## src/rtl/bbrt_pkg.sv

```systemverilog
`timescale 1ns / 1ps
`default_nettype none

package bbrt_pkg;

   localparam int BINS  = 10;
   localparam int BIN_W = (BINS > 1) ? $clog2(BINS) : 1;
   localparam int IDX_W = 4;
   localparam int LVL_W = 16;
   localparam int TIME_W = 64;
   localparam int DIV_W = LVL_W + BIN_W;
   localparam int STEP_W = $clog2(BIN_W + 1);

   // packed stream words, first field in the lowest bits, padded to bytes
   localparam int REQ_W = 88;
   localparam int RSP_W = 72;
   localparam int CSR_IDX_W = 2;

   localparam logic [1:0] MODE_BRIGHT = 2'd0;
   localparam logic [1:0] MODE_POWER  = 2'd1;
   localparam logic [1:0] MODE_READ   = 2'd2;
   localparam logic [1:0] MODE_CLEAR  = 2'd3;

   localparam logic [2:0] PWR_ON  = 3'd0;
   localparam logic [2:0] PWR_OFF = 3'd4;

   localparam logic [1:0] ST_OK     = 2'd0;
   localparam logic [1:0] ST_CLAMP  = 2'd1;
   localparam logic [1:0] ST_BADPWR = 2'd2;

   localparam logic [CSR_IDX_W-1:0] CSR_MIN = 2'd0;
   localparam logic [CSR_IDX_W-1:0] CSR_MAX = 2'd1;

   typedef enum logic [3:0] {
      S_IDLE,
      S_DECODE,
      S_DIV,
      S_BRIGHT,
      S_CRD,
      S_CDIFF,
      S_CSUM,
      S_RRD,
      S_RDIFF,
      S_RSUM,
      S_EMIT
   } ctl_state_type;

   typedef struct packed {
      logic       load;
      logic       div_init;
      logic       div_step;
      logic       rd_en;
      logic       rd_cur;
      logic       diff_en;
      logic       diff_gate;
      logic       tot_wr;
      logic       start_new;
      logic       start_cur;
      logic       set_bin;
      logic       clr_known;
      logic       set_on;
      logic       clr_on;
      logic       clear_all;
      logic       cnt_clr;
      logic       cnt_inc;
      logic       out_load;
      logic       out_read;
      logic [1:0] out_code;
   } dp_cmd_type;

   typedef struct packed {
      logic [1:0] mode;
      logic [2:0] pv;
      logic       panel_on;
      logic       bin_known;
      logic       bin_change;
      logic       clamped;
      logic       out_free;
      logic       cnt_last;
   } dp_sts_type;

endpackage

`default_nettype wire

```

## src/rtl/brightness_bin_residency_timer_unit.sv

```systemverilog
`timescale 1ns / 1ps
`default_nettype none

// channel  dir  handshake             payload
// req_     in   req_tvalid/tready     tdata: mode, brightness, power_value, now_ns
// rsp_     out  rsp_tvalid/tready     tdata: status, bin_index, bin_time; tlast: last
// csr_     in   csr_valid/csr_ready   csr_index, csr_data
//
// one word at a time: a brightness event runs the restoring divider, which retires one
// quotient bit a cycle, and may close an interval; a power event may close one too, and
// a read returns one word per bin through the single bin store port.
// synchronous reset clears all totals at once through per-bin valid bits, no sweep.
// the result register frees the core once loaded; a stalled rsp_ side holds the next one.

module brightness_bin_residency_timer_unit (
   input  wire logic                           clock,
   input  wire logic                           reset,
   input  wire logic                           req_tvalid,
   output logic                                req_tready,
   // mode[1:0], brightness[17:2], power_value[20:18], now_ns[84:21], zero pad
   input  wire logic [bbrt_pkg::REQ_W-1:0]     req_tdata,
   output logic                                rsp_tvalid,
   input  wire logic                           rsp_tready,
   // status[1:0], bin_index[5:2], bin_time[69:6], zero pad
   output logic [bbrt_pkg::RSP_W-1:0]          rsp_tdata,
   output logic                                rsp_tlast,
   input  wire logic                           csr_valid,
   output logic                                csr_ready,
   input  wire logic [bbrt_pkg::CSR_IDX_W-1:0] csr_index,
   input  wire logic [bbrt_pkg::LVL_W-1:0]     csr_data
);

   bbrt_pkg::dp_cmd_type cmd;
   bbrt_pkg::dp_sts_type sts;

   assign csr_ready = 1'b1;

   bbrt_ctrl u_ctrl (
      .clock      (clock),
      .reset      (reset),
      .req_tvalid (req_tvalid),
      .req_tready (req_tready),
      .sts        (sts),
      .cmd        (cmd)
   );

   bbrt_dp u_dp (
      .clock      (clock),
      .reset      (reset),
      .req_tdata  (req_tdata),
      .rsp_tvalid (rsp_tvalid),
      .rsp_tready (rsp_tready),
      .rsp_tdata  (rsp_tdata),
      .rsp_tlast  (rsp_tlast),
      .csr_valid  (csr_valid),
      .csr_index  (csr_index),
      .csr_data   (csr_data),
      .cmd        (cmd),
      .sts        (sts)
   );

endmodule

`default_nettype wire

```

## src/rtl/bbrt_ctrl.sv

```systemverilog
`timescale 1ns / 1ps
`default_nettype none

module bbrt_ctrl (
   input  wire logic                 clock,
   input  wire logic                 reset,
   input  wire logic                 req_tvalid,
   output logic                      req_tready,
   input  wire bbrt_pkg::dp_sts_type sts,
   output bbrt_pkg::dp_cmd_type      cmd
);

   bbrt_pkg::ctl_state_type state_ff, state_in;
   logic [bbrt_pkg::STEP_W-1:0] step_ff, step_in;
   logic [1:0] code_ff, code_in;

   always_ff @(posedge clock) begin
      if (reset) begin
         state_ff <= bbrt_pkg::S_IDLE;
         step_ff  <= '0;
         code_ff  <= bbrt_pkg::ST_OK;
      end else begin
         state_ff <= state_in;
         step_ff  <= step_in;
         code_ff  <= code_in;
      end
   end

   always_comb begin
      state_in   = state_ff;
      step_in    = step_ff;
      code_in    = code_ff;
      cmd        = '0;
      req_tready = 1'b0;
      cmd.out_code = code_ff;
      unique case (state_ff)
         bbrt_pkg::S_IDLE: begin
            req_tready = 1'b1;
            if (req_tvalid) begin
               cmd.load = 1'b1;
               state_in = bbrt_pkg::S_DECODE;
            end
         end
         bbrt_pkg::S_DECODE: begin
            code_in = bbrt_pkg::ST_OK;
            unique case (sts.mode)
               bbrt_pkg::MODE_BRIGHT: begin
                  cmd.div_init = 1'b1;
                  step_in  = '0;
                  state_in = bbrt_pkg::S_DIV;
               end
               bbrt_pkg::MODE_POWER: begin
                  priority if (sts.pv == bbrt_pkg::PWR_ON) begin
                     cmd.start_cur = !sts.panel_on && sts.bin_known;
                     cmd.set_on    = 1'b1;
                     state_in      = bbrt_pkg::S_EMIT;
                  end else if (sts.pv == bbrt_pkg::PWR_OFF) begin
                     cmd.clr_on = 1'b1;
                     if (sts.panel_on && sts.bin_known) begin
                        state_in = bbrt_pkg::S_CRD;
                     end else begin
                        state_in = bbrt_pkg::S_EMIT;
                     end
                  end else begin
                     code_in  = bbrt_pkg::ST_BADPWR;
                     state_in = bbrt_pkg::S_EMIT;
                  end
               end
               bbrt_pkg::MODE_READ: begin
                  cmd.cnt_clr = 1'b1;
                  state_in    = bbrt_pkg::S_RRD;
               end
               bbrt_pkg::MODE_CLEAR: begin
                  cmd.clear_all = 1'b1;
                  state_in      = bbrt_pkg::S_EMIT;
               end
            endcase
         end
         bbrt_pkg::S_DIV: begin
            cmd.div_step = 1'b1;
            step_in = step_ff + 1'b1;
            if (step_ff == bbrt_pkg::STEP_W'(bbrt_pkg::BIN_W - 1)) begin
               state_in = bbrt_pkg::S_BRIGHT;
            end
         end
         bbrt_pkg::S_BRIGHT: begin
            code_in = sts.clamped ? bbrt_pkg::ST_CLAMP : bbrt_pkg::ST_OK;
            if (sts.panel_on && (!sts.bin_known || sts.bin_change)) begin
               if (sts.bin_known) begin
                  state_in = bbrt_pkg::S_CRD;
               end else begin
                  cmd.start_new = 1'b1;
                  cmd.set_bin   = 1'b1;
                  state_in      = bbrt_pkg::S_EMIT;
               end
            end else begin
               cmd.set_bin = 1'b1;
               state_in    = bbrt_pkg::S_EMIT;
            end
         end
         // close the open interval of the current bin
         bbrt_pkg::S_CRD: begin
            cmd.rd_en  = 1'b1;
            cmd.rd_cur = 1'b1;
            state_in   = bbrt_pkg::S_CDIFF;
         end
         bbrt_pkg::S_CDIFF: begin
            cmd.diff_en = 1'b1;
            state_in    = bbrt_pkg::S_CSUM;
         end
         bbrt_pkg::S_CSUM: begin
            cmd.tot_wr = 1'b1;
            if (sts.mode == bbrt_pkg::MODE_BRIGHT) begin
               cmd.start_new = 1'b1;
               cmd.set_bin   = 1'b1;
            end else begin
               cmd.clr_known = 1'b1;
            end
            state_in = bbrt_pkg::S_EMIT;
         end
         // one word per bin
         bbrt_pkg::S_RRD: begin
            cmd.rd_en = 1'b1;
            state_in  = bbrt_pkg::S_RDIFF;
         end
         bbrt_pkg::S_RDIFF: begin
            cmd.diff_en   = 1'b1;
            cmd.diff_gate = 1'b1;
            state_in      = bbrt_pkg::S_RSUM;
         end
         bbrt_pkg::S_RSUM: begin
            if (sts.out_free) begin
               cmd.out_load = 1'b1;
               cmd.out_read = 1'b1;
               cmd.out_code = bbrt_pkg::ST_OK;
               cmd.cnt_inc  = 1'b1;
               state_in = sts.cnt_last ? bbrt_pkg::S_IDLE : bbrt_pkg::S_RRD;
            end
         end
         bbrt_pkg::S_EMIT: begin
            if (sts.out_free) begin
               cmd.out_load = 1'b1;
               state_in     = bbrt_pkg::S_IDLE;
            end
         end
         default: begin
            state_in = bbrt_pkg::S_IDLE;
         end
      endcase
   end

endmodule

`default_nettype wire

```

## src/rtl/bbrt_dp.sv

```systemverilog
`timescale 1ns / 1ps
`default_nettype none

module bbrt_dp (
   input  wire logic                              clock,
   input  wire logic                              reset,
   input  wire logic [bbrt_pkg::REQ_W-1:0]        req_tdata,
   output logic                                   rsp_tvalid,
   input  wire logic                              rsp_tready,
   output logic [bbrt_pkg::RSP_W-1:0]             rsp_tdata,
   output logic                                   rsp_tlast,
   input  wire logic                              csr_valid,
   input  wire logic [bbrt_pkg::CSR_IDX_W-1:0]    csr_index,
   input  wire logic [bbrt_pkg::LVL_W-1:0]        csr_data,
   input  wire bbrt_pkg::dp_cmd_type              cmd,
   output bbrt_pkg::dp_sts_type                   sts
);

   localparam int BW = bbrt_pkg::BIN_W;
   localparam int DW = bbrt_pkg::DIV_W;
   localparam int TW = bbrt_pkg::TIME_W;
   localparam int LW = bbrt_pkg::LVL_W;
   localparam int NB = bbrt_pkg::BINS;

   // configuration
   logic [LW-1:0] min_ff, min_in, max_ff, max_in;
   // latched item
   logic [1:0]    mode_ff, mode_in;
   logic [LW-1:0] lvl_ff, lvl_in;
   logic [2:0]    pv_ff, pv_in;
   logic [TW-1:0] now_ff, now_in;
   // divider
   logic [DW-1:0] rem_ff, rem_in, den_ff, den_in;
   logic [BW-1:0] q_ff, q_in;
   logic          clamp_ff, clamp_in;
   // bin state
   logic [BW-1:0] cur_ff, cur_in;
   logic          known_ff, known_in, on_ff, on_in;
   logic [BW-1:0] addr_ff, addr_in, cnt_ff, cnt_in;
   logic [TW-1:0] diff_ff, diff_in;
   logic [NB-1:0] tot_vld_ff, tot_vld_in, start_vld_ff, start_vld_in;
   // output word
   logic          rsp_valid_ff, rsp_valid_in;
   logic [1:0]    rsp_status_ff, rsp_status_in;
   logic [bbrt_pkg::IDX_W-1:0] rsp_index_ff, rsp_index_in;
   logic [TW-1:0] rsp_time_ff, rsp_time_in;
   logic          rsp_last_ff, rsp_last_in;

   // bin stores with registered reads
   logic [TW-1:0] tot_mem [NB];
   logic [TW-1:0] start_mem [NB];
   logic [TW-1:0] tot_rd_ff, start_rd_ff;

   logic [LW-1:0] hi, lvl_c, span;
   logic          clamped;
   logic [LW:0]   den_w;
   logic          ge, match, out_free;
   logic [BW-1:0] rd_a, start_a;
   logic          start_we;
   logic [TW-1:0] sum;

   assign out_free = !rsp_valid_ff || rsp_tready;
   assign sum      = tot_rd_ff + diff_ff;
   assign match    = on_ff && known_ff && (cur_ff == addr_ff);
   assign rd_a     = cmd.rd_cur ? cur_ff : cnt_ff;
   assign start_a  = cmd.start_new ? q_ff : cur_ff;
   assign start_we = cmd.start_new || cmd.start_cur;
   assign ge       = rem_ff >= den_ff;

   // range, clamp and span of the bin division
   always_comb begin
      hi = (max_ff < min_ff) ? min_ff : max_ff;
      clamped = 1'b0;
      lvl_c   = lvl_ff;
      priority if (lvl_ff > hi) begin
         lvl_c   = hi;
         clamped = 1'b1;
      end else if (lvl_ff < min_ff) begin
         lvl_c   = min_ff;
         clamped = 1'b1;
      end
      span  = lvl_c - min_ff;
      den_w = {1'b0, hi} - {1'b0, min_ff} + 1'b1;
   end

   always_comb begin
      min_in = min_ff;
      max_in = max_ff;
      if (csr_valid) begin
         if (csr_index == bbrt_pkg::CSR_MIN) begin
            min_in = csr_data;
         end else if (csr_index == bbrt_pkg::CSR_MAX) begin
            max_in = csr_data;
         end
      end

      mode_in = mode_ff;
      lvl_in  = lvl_ff;
      pv_in   = pv_ff;
      now_in  = now_ff;
      if (cmd.load) begin
         mode_in = req_tdata[1:0];
         lvl_in  = req_tdata[17:2];
         pv_in   = req_tdata[20:18];
         now_in  = req_tdata[84:21];
      end

      rem_in   = rem_ff;
      den_in   = den_ff;
      q_in     = q_ff;
      clamp_in = clamp_ff;
      if (cmd.div_init) begin
         rem_in   = DW'(span) * DW'(NB);
         den_in   = DW'(den_w) << (BW - 1);
         q_in     = '0;
         clamp_in = clamped;
      end else if (cmd.div_step) begin
         rem_in = ge ? (rem_ff - den_ff) : rem_ff;
         den_in = den_ff >> 1;
         q_in   = BW'({q_ff, ge});
      end

      cur_in   = cmd.set_bin ? q_ff : cur_ff;
      known_in = known_ff;
      if (cmd.set_bin) begin
         known_in = 1'b1;
      end else if (cmd.clr_known || cmd.clear_all) begin
         known_in = 1'b0;
      end
      on_in = on_ff;
      if (cmd.set_on) begin
         on_in = 1'b1;
      end else if (cmd.clr_on) begin
         on_in = 1'b0;
      end

      addr_in = cmd.rd_en ? rd_a : addr_ff;
      cnt_in  = cnt_ff;
      if (cmd.cnt_clr) begin
         cnt_in = '0;
      end else if (cmd.cnt_inc) begin
         cnt_in = cnt_ff + 1'b1;
      end

      diff_in = diff_ff;
      if (cmd.diff_en) begin
         diff_in = (!cmd.diff_gate || match) ? (now_ff - start_rd_ff) : '0;
      end

      tot_vld_in   = tot_vld_ff;
      start_vld_in = start_vld_ff;
      if (cmd.clear_all) begin
         tot_vld_in   = '0;
         start_vld_in = '0;
      end else begin
         if (cmd.tot_wr) begin
            tot_vld_in[addr_ff] = 1'b1;
         end
         if (start_we) begin
            start_vld_in[start_a] = 1'b1;
         end
      end

      rsp_valid_in  = rsp_valid_ff && !rsp_tready;
      rsp_status_in = rsp_status_ff;
      rsp_index_in  = rsp_index_ff;
      rsp_time_in   = rsp_time_ff;
      rsp_last_in   = rsp_last_ff;
      if (cmd.out_load) begin
         rsp_valid_in  = 1'b1;
         rsp_status_in = cmd.out_code;
         rsp_index_in  = cmd.out_read ? bbrt_pkg::IDX_W'(addr_ff) : '0;
         rsp_time_in   = cmd.out_read ? sum : '0;
         rsp_last_in   = cmd.out_read ? (addr_ff == BW'(NB - 1)) : 1'b1;
      end
   end

   always_ff @(posedge clock) begin
      if (reset) begin
         min_ff       <= '0;
         max_ff       <= LW'(255);
         known_ff     <= 1'b0;
         on_ff        <= 1'b0;
         cur_ff       <= '0;
         tot_vld_ff   <= '0;
         start_vld_ff <= '0;
         rsp_valid_ff <= 1'b0;
      end else begin
         min_ff       <= min_in;
         max_ff       <= max_in;
         known_ff     <= known_in;
         on_ff        <= on_in;
         cur_ff       <= cur_in;
         tot_vld_ff   <= tot_vld_in;
         start_vld_ff <= start_vld_in;
         rsp_valid_ff <= rsp_valid_in;
      end
   end

   always_ff @(posedge clock) begin
      mode_ff       <= mode_in;
      lvl_ff        <= lvl_in;
      pv_ff         <= pv_in;
      now_ff        <= now_in;
      rem_ff        <= rem_in;
      den_ff        <= den_in;
      q_ff          <= q_in;
      clamp_ff      <= clamp_in;
      addr_ff       <= addr_in;
      cnt_ff        <= cnt_in;
      diff_ff       <= diff_in;
      rsp_status_ff <= rsp_status_in;
      rsp_index_ff  <= rsp_index_in;
      rsp_time_ff   <= rsp_time_in;
      rsp_last_ff   <= rsp_last_in;
   end

   // an entry not written since reset or clear reads as zero
   always_ff @(posedge clock) begin
      if (cmd.tot_wr) begin
         tot_mem[addr_ff] <= sum;
      end
      if (start_we) begin
         start_mem[start_a] <= now_ff;
      end
      if (cmd.rd_en) begin
         tot_rd_ff   <= tot_vld_ff[rd_a] ? tot_mem[rd_a] : '0;
         start_rd_ff <= start_vld_ff[rd_a] ? start_mem[rd_a] : '0;
      end
   end

   assign sts.mode       = mode_ff;
   assign sts.pv         = pv_ff;
   assign sts.panel_on   = on_ff;
   assign sts.bin_known  = known_ff;
   assign sts.bin_change = cur_ff != q_ff;
   assign sts.clamped    = clamp_ff;
   assign sts.out_free   = out_free;
   assign sts.cnt_last   = cnt_ff == BW'(NB - 1);

   assign rsp_tvalid = rsp_valid_ff;
   assign rsp_tlast  = rsp_last_ff;
   assign rsp_tdata  = {2'b00, rsp_time_ff, rsp_index_ff, rsp_status_ff};

endmodule

`default_nettype wire
```

## config.mk

```make
export PLATFORM = sky130hd
export DESIGN_NAME = brightness_bin_residency_timer_unit
export DESIGN_NICKNAME = d
export VERILOG_FILES = /design/src/rtl/bbrt_pkg.sv /design/src/rtl/brightness_bin_residency_timer_unit.sv /design/src/rtl/bbrt_ctrl.sv /design/src/rtl/bbrt_dp.sv
export SDC_FILE = /design/constraint.sdc
export NUM_CORES = 2
export LEC_CHECK = 0
export ABC_AREA = 1
export BUFFER_PORTS_ARGS = -buffer_cell sky130_fd_sc_hd__buf_2
export CELL_PAD_IN_SITES_DETAIL_PLACEMENT = 2
export CELL_PAD_IN_SITES_GLOBAL_PLACEMENT = 2
export CORE_MARGIN = 1.5
export CORE_UTILIZATION = 43
export CTS_CLUSTER_SIZE = 40
export DETAILED_ROUTE_END_ITERATION = 12
export PLACE_DENSITY_LB_ADDON = 0.1
export SYNTH_ARGS = -nofsm -noshare
export SYNTH_HDL_FRONTEND = slang
export SYNTH_SLANG_ARGS = --single-unit
```

## constraint.sdc

```tcl
create_clock -name clock -period 8.1 [get_ports clock]
set_input_delay 0.405 -clock clock [delete_from_list [all_inputs] [get_ports clock]]
set_output_delay 0.405 -clock clock [all_outputs]
set_load 0.01 [all_outputs]
```

* Word level (Yosys, flattened, before mapping)
Memory sizes are Yosys's and may differ from the RTL's. A register that Yosys moved wholly into a read port is not among the register bits. Index checks and enable logic that the tools add are counted.
Word-level totals: output and inout bits 76, memory bits (writable) 1280, register bits 341, input bits 111, memories kept 2, word-level logic and storage cells 194
Memory list:
- u_dp.start_mem | words 10, bits a word 64, read ports 1, clocked after Yosys merged registers in 1, wr ports 1, RTL line bbrt_dp.sv:51 | logic [TW-1:0] start_mem [NB];
- u_dp.tot_mem | words 10, bits a word 64, read ports 1, clocked after Yosys merged registers in 1, wr ports 1, RTL line bbrt_dp.sv:50 | logic [TW-1:0] tot_mem [NB];
Cells by class: eq/ne operators 25, multiplexer cells 80, order comparisons 9, multiply operators 1, reduce and logical (&&, ||, !) cells 38, bitwise operators 3, add/sub/neg operators 8
Operator list (number):
- two-way mux 20 bit | 5
- adder 64 bit | 1
- subtractor 64 bit | 1
- two-way mux 16 bit | 3
- two-way mux 4 bit | 12
- one-hot mux 4 bit (11 select lines) | 1
- two-way mux 1 bit | 41
- < comparator 16 bit | 2
- equality test 4 bit (second input constant) | 5
- >= comparator 20 bit | 1
- bitwise OR 10 bit | 2
- subtractor 20 bit | 1
- multiplier 16 x 3 -> 19 bit (second input constant) | 1
- adder 17 x 1 -> 17 bit (second input constant) | 1
- subtractor 16 x 16 -> 17 bit | 1
- equality test 4 x 3 -> 1 bit (second input constant) | 4
- greater-than comparator 16 bit | 1
- one-hot mux 4 bit (4 select lines) | 1
- subtractor 16 bit | 1
- < comparator 4 x 5 -> 1 bit (second input constant) | 3
- nonzero test 2 bit | 6
- two-way mux 3 bit | 3
- binary-select mux 1 bit (select 4 bit) | 2
- demux 1 bit (select 4 bit) | 2
- 29 further kinds | 63

* Logic depth before layout (Yosys ltp)
depth in word-level cells 11, mapped depth 51, mapped depth without buffers 49

* Hierarchy
From an unflattened synthesis, not the netlist that was laid out.
Second synthesis, totals: cells, all modules 6980, area, all modules 78749.3 um2
By module, submodules not included:
- bbrt_dp | sequential area each 51539.4 um2, cells each 6837, area each 77967.3 um2, instances 1
- bbrt_ctrl | sequential area each 180.2 um2, cells each 141, area each 770.7 um2, instances 1
- brightness_bin_residency_timer_unit | sequential area each 0.0 um2, cells each 2, area each 11.3 um2, instances 1

* Least setup slack after synthesis
No wires, ideal clock.
path kind reg-to-reg, start point register u_ctrl.state_ff[0], end point register u_dp.addr_ff[0], enable pin, setup time 0.624 ns, cell stages (with the launch flop) 5, data required time 7.476 ns, path buffers 0, arrival 6.123 ns, setup slack 1.353 ns, period minus slack after synthesis 6.747 ns, cell sequence dfxtp_1 -> nand2_1 -> inv_1 -> nor2_1 -> nor2_1
RTL lines:
- start: declaration | RTL line bbrt_ctrl.sv:13 | bbrt_pkg::ctl_state_type state_ff, state_in;
- start signal: assignment | RTL line bbrt_ctrl.sv:19 | state_ff <= bbrt_pkg::S_IDLE;
- start signal: assignment | RTL line bbrt_ctrl.sv:23 | state_ff <= state_in;
- end signal: assignment | RTL line bbrt_dp.sv:209 | addr_ff <= addr_in;
- end: declaration | RTL line bbrt_dp.sv:39 | logic [BW-1:0] addr_ff, addr_in, cnt_ff, cnt_in;

* Worst setup path in the final report
start point register u_dp.min_ff[1], end point register u_dp.rem_ff[16] (data pin)
On the way: cells in the longest elaborated chain, start to end 7, elaborated cells on any way between the ends 9, classes of those cells add/sub (1); mul (1); order compare (3); mux (4)
Ends and longest elaborated chain:
- start: declaration | RTL line bbrt_dp.sv:26 | logic [LW-1:0] min_ff, min_in, max_ff, max_in;
- start signal: assignment | RTL line bbrt_dp.sv:189 | min_ff <= min_in;
- < comparator 16 bit | RTL line bbrt_dp.sv:72 | hi = (max_ff < min_ff) ? min_ff : max_ff;
- two-way mux 16 bit | RTL line bbrt_dp.sv:72
- greater-than comparator 16 bit | RTL line bbrt_dp.sv:75 | priority if (lvl_ff > hi) begin
- two-way mux 16 bit | RTL line bbrt_dp.sv:75
- subtractor 16 bit (*) | RTL line bbrt_dp.sv:82 | span = lvl_c - min_ff;
- multiplier 16 x 3 -> 19 bit (*) | RTL line bbrt_dp.sv:113 | rem_in = DW'(span) * DW'(NB);
- two-way mux 20 bit (*) | RTL line bbrt_dp.sv:112 | if (cmd.div_init) begin
- named net u_dp.rem_in[16] | RTL line bbrt_dp.sv:33 | logic [DW-1:0] rem_ff, rem_in, den_ff, den_in;
- end signal: assignment | RTL line bbrt_dp.sv:205 | rem_ff <= rem_in;
- end: declaration | RTL line bbrt_dp.sv:33
The timed path passes the listed nets; every way through them passes the cells marked *. A chain may end at the register's enable or synchronous reset.

==> flow_summary_export.csv <==
group,metric,value,unit
status,status,"finished, final reports clean",
timing,setup_repair_after_global_routing_missed_its_margin,"no",
synth,synth_edf_count,1669,
pwr,power.density,388,nW/um^2
floorplan,fp.dieH,433,microns
synth,yosys_register_bits,1749,
critical_path,worstPathArrival,7.87,ns
synth,synth.cell_area,79700,sq um
place,pre_cts_slack,0.364,ns
cells_and_area,most_frequent_cells_in_the_layout,"edfxtp_1, nor2_1, o21ai_0",
floorplan,design.portCount,187,
timing,setup_violations,0,
floorplan,floorplan.initialDensity,0.434,
critical_path,crit_required,8.68,ns
cells_and_area,area_growth_syn_to_layout,13.2,%
critical_path,criticalPathCategory,"register to register",
synth,synth_cells,7200,
pwr,leakagePower,32.6,nW
synth,postSynth.topFlopCell,"edfxtp_1",
drt,routedWlPerCell,29.1,microns
timing,final-hold-violation-count,0,
place,post-dp-hpwl,184000,microns
drt,initialDrtViolationCount,4370,
critical_path,cp_slowest_cell,"dfxtp_1",
clock_tree,cts_buffers,191,
global_route,via_count_of_the_first_global_routing_pass,65635,
drt,detail_route.drc_violations,0,
synth,post_synth_arst_share,0,
timing,fin_worst_skew,0.0343,ns
critical_path,ff2ff_path_depth,46,
clock_tree,clock_tree.buffer_depth,3,
drt,drt-vias-per-instance,5.91,
global_route,initial_antenna_violation_count,5,
synth,synth_sequential_area_ratio,0.649,
critical_path,worst_path_largest_cell_delay,0.38,ns
synth,ys_types,57,
drt,via_count_of_the_routed_design,59378,
timing,slew_headroom,0.0647,
min_path,min_delay_path_depth,5,
clock_tree,post-cts-setup-buffers,0,
synth,syn_avg_cell_area,11.1,sq um
synth,ys.warnings.count,0,
drt,firstDrtPassIters,7,
cells_and_area,post_route_cells_drive_above_1_share,0.0830,
cells_and_area,final_design_area_no_fill,90200,sq um
floorplan,fp.dieW,433,microns
critical_path,cell_occurring_most_often_along_the_worst_timing_path,"nand2_1",
cells_and_area,mostFrequentLayoutCell,"edfxtp_1",
floorplan,floorplan.rows,157,
timing,slew_violations,0,
place,gpl.final_weighted_congestion,0.916,
job,maxCapViolCount,0,
timing,final.setup.worst_slack,0.815,ns
critical_path,worstSetupStartpointType,"register",
global_route,grt_usage,0.308,
min_path,worstHoldPathType,"input port to register",
global_route,globalRouteOverflowTotal,0,
cells_and_area,postLayoutCoreUtil,0.491,
timing,min_period,7.28,ns
global_route,grt_start_max_net_pins,187,
critical_path,endpoint_kind,"register",
clock_tree,numClockSinks,1749,
timing,maxClockFrequency,137,MHz
global_route,grt_pass1_wl,430000,microns
clock_tree,cts_max_level,4,
critical_path,rrSetupSlack,0.82,ns
min_path,whs_endpoint,"u_ctrl.state_ff[2]",
critical_path,critical_path.reg2reg.endpoint,"u_dp.rem_ff[16]",
place,postPlaceCellArea,83200,sq um
drt,route.final.wire_length,292000,microns
timing,fin_crit_sh,0.899,
critical_path,crit-reg2reg-launch,"u_dp.min_ff[1]",
clock_tree,cts.clk_slew.worst_paths,0.06,ns
floorplan,floorplan.core_area,183000,sq um
min_path,min-delay-start,"req_tvalid",
timing,setup_total_negative_slack,0,ns
timing,worstMarginPinSlew,1.39,ns
clock_tree,insertion_delay_to_the_later_sink_of_the_worst_skew_pair,0.85,ns
critical_path,crit_fanout,24,
drt,drtAntennaViolNets,0,
cells_and_area,fin_nets,7820,
clock_tree,cts_tree,"done",
clock_tree,cts_root_buffer,"clkbuf_16",
place,port-buffer-count,180,
timing,fin_hold_ws,0.0613,ns
pwr,vdd.ir_drop.worst,0.000308,V
floorplan,floorplan.die_area,188000,sq um
-- how the worst max path moves through the flow --
stage | from | endpoint | slack (ns)
finish | u_dp.min_ff[1] | u_dp.rem_ff[16] | 0.82
CTS | u_dp.min_ff[1] | u_dp.rem_ff[17] | 0.33
global placement | u_dp.min_ff[1] | u_dp.rem_ff[17] | 0.78
detailed placement | u_dp.min_ff[1] | u_dp.rem_ff[17] | 0.36
global route | u_dp.min_ff[1] | u_dp.rem_ff[16] | 0.08
floorplan | u_ctrl.state_ff[0] | u_dp.addr_ff[0] | 1.35
-- cells in the mapped netlist (all sizes together) (10+ instances only) --
| library cell | n | area share |
|---|---|---|
| a21boi | 12 | 0.0011 |
| a21o | 26 | 0.0025 |
| a21oi | 339 | 0.021 |
| a31oi | 27 | 0.0021 |
| buf | 105 | 0.0065 |
| clkbuf | 209 | 0.0098 |
| dfxtp | 80 | 0.020 |
| edfxtp | 1669 | 0.63 |
| ha | 270 | 0.042 |
| inv | 690 | 0.033 |
| nand2 | 745 | 0.035 |
| nand3 | 183 | 0.011 |
| nand4 | 20 | 0.0016 |
| nor2 | 1096 | 0.052 |
| nor3 | 50 | 0.0031 |
| nor4 | 10 | 0.00079 |
| o211ai | 74 | 0.0070 |
| o21a | 37 | 0.0035 |
| o21ai | 1069 | 0.067 |
| o21bai | 23 | 0.0022 |
| o221ai | 196 | 0.022 |
| o22ai | 88 | 0.0069 |
| xnor2 | 44 | 0.0048 |
| xor2 | 66 | 0.0073 |
-- through the flow --
step                      std cells  power (W)
after floorplan                7201     0.0210
after global placement         9601     0.0254
after detailed placement       9601     0.0262
after CTS                     10053     0.0350
after global routing          10053     0.0368
final                         10055     0.0350
-- kinds of logic after synthesis --
| kind of cell | count (synthesis) | share of synthesized area |
|---|---|---|
| compound gates | 1921 | 0.139 |
| xor+xnor | 110 | 0.0121 |
| fa+ha+maj | 276 | 0.0439 |
| buf+inv | 1006 | 0.0490 |
| flops | 1749 | 0.649 |
| other cells | 2 | 0.0000943 |
| simple gates | 2136 | 0.107 |
-- registers in the layout, summed over array words and instances, names as in the netlist, 3 cells and up --
signal             count
u_dp.start_mem       640
u_dp.tot_mem         640
u_dp.diff_ff          64
u_dp.now_ff           64
u_dp.rsp_time_ff      64
u_dp.start_rd_ff      64
u_dp.tot_rd_ff        64
u_dp.den_ff           20
u_dp.rem_ff           20
u_dp.lvl_ff           16
u_dp.max_ff           16
u_dp.min_ff           16
u_dp.start_vld_ff     10
u_dp.tot_vld_ff       10
u_ctrl.state_ff        4
u_dp.addr_ff           4
u_dp.cnt_ff            4
u_dp.cur_ff            4
u_dp.q_ff              4
u_dp.rsp_index_ff      4
u_ctrl.step_ff         3
u_dp.pv_ff             3
-- layout make-up --
class	count	area [sq um]
fill	18585	93300
sequential	1749	51700
multi-input combinational	4446	24200
clock buffer	248	5090
tap	2464	3080
inverter	692	2640
timing repair buffer	353	2580
clock inverter	101	837
antenna	2	5.00
-- worst max-delay path: cells and delay by family (launching register included) --
| kind | cells | cell delay, ns |
|---|---|---|
| XOR/XNOR | 2 | 0.30 |
| buffers and inverters | 6 | 0.72 |
| AO/OA/AOI/OAI | 9 | 1.68 |
| AND/OR/NAND/NOR | 24 | 2.41 |
| adder cells (fa/ha/maj) | 5 | 1.56 |
| flip-flops | 1 | 0.38 |
-- report_power, final --
| group | internal [W] | leakage (nW) | switching, W |
|---|---|---|---|
| Sequential | 0.0114 | 15.8 | 0.000581 |
| Combinational | 0.00409 | 14.0 | 0.0104 |
| Clock | 0.00480 | 2.88 | 0.00376 |
-- what timing repair did --
| item | 4_1_cts | 5_1_grt |
|---|---|---|
| endpoints found under the setup margin | 0 | 7 |
| hold endpoints to repair | 127 | 0 |
| hold buffers | 103 | 0 |
| resized for setup | 0 | 6 |
-- metal layers --
layer,routed length [microns],vias to the layer above,part of all wire,track usage
li1,-,26181,-,-
met1,121000,31103,0.41,0.384
met2,150000,1593,0.51,0.551
met3,11800,499,0.040,0.0334
met4,10000,2,0.034,0.109
met5,20,-,0.000068,0
Power figures use the tool's default switching activity.
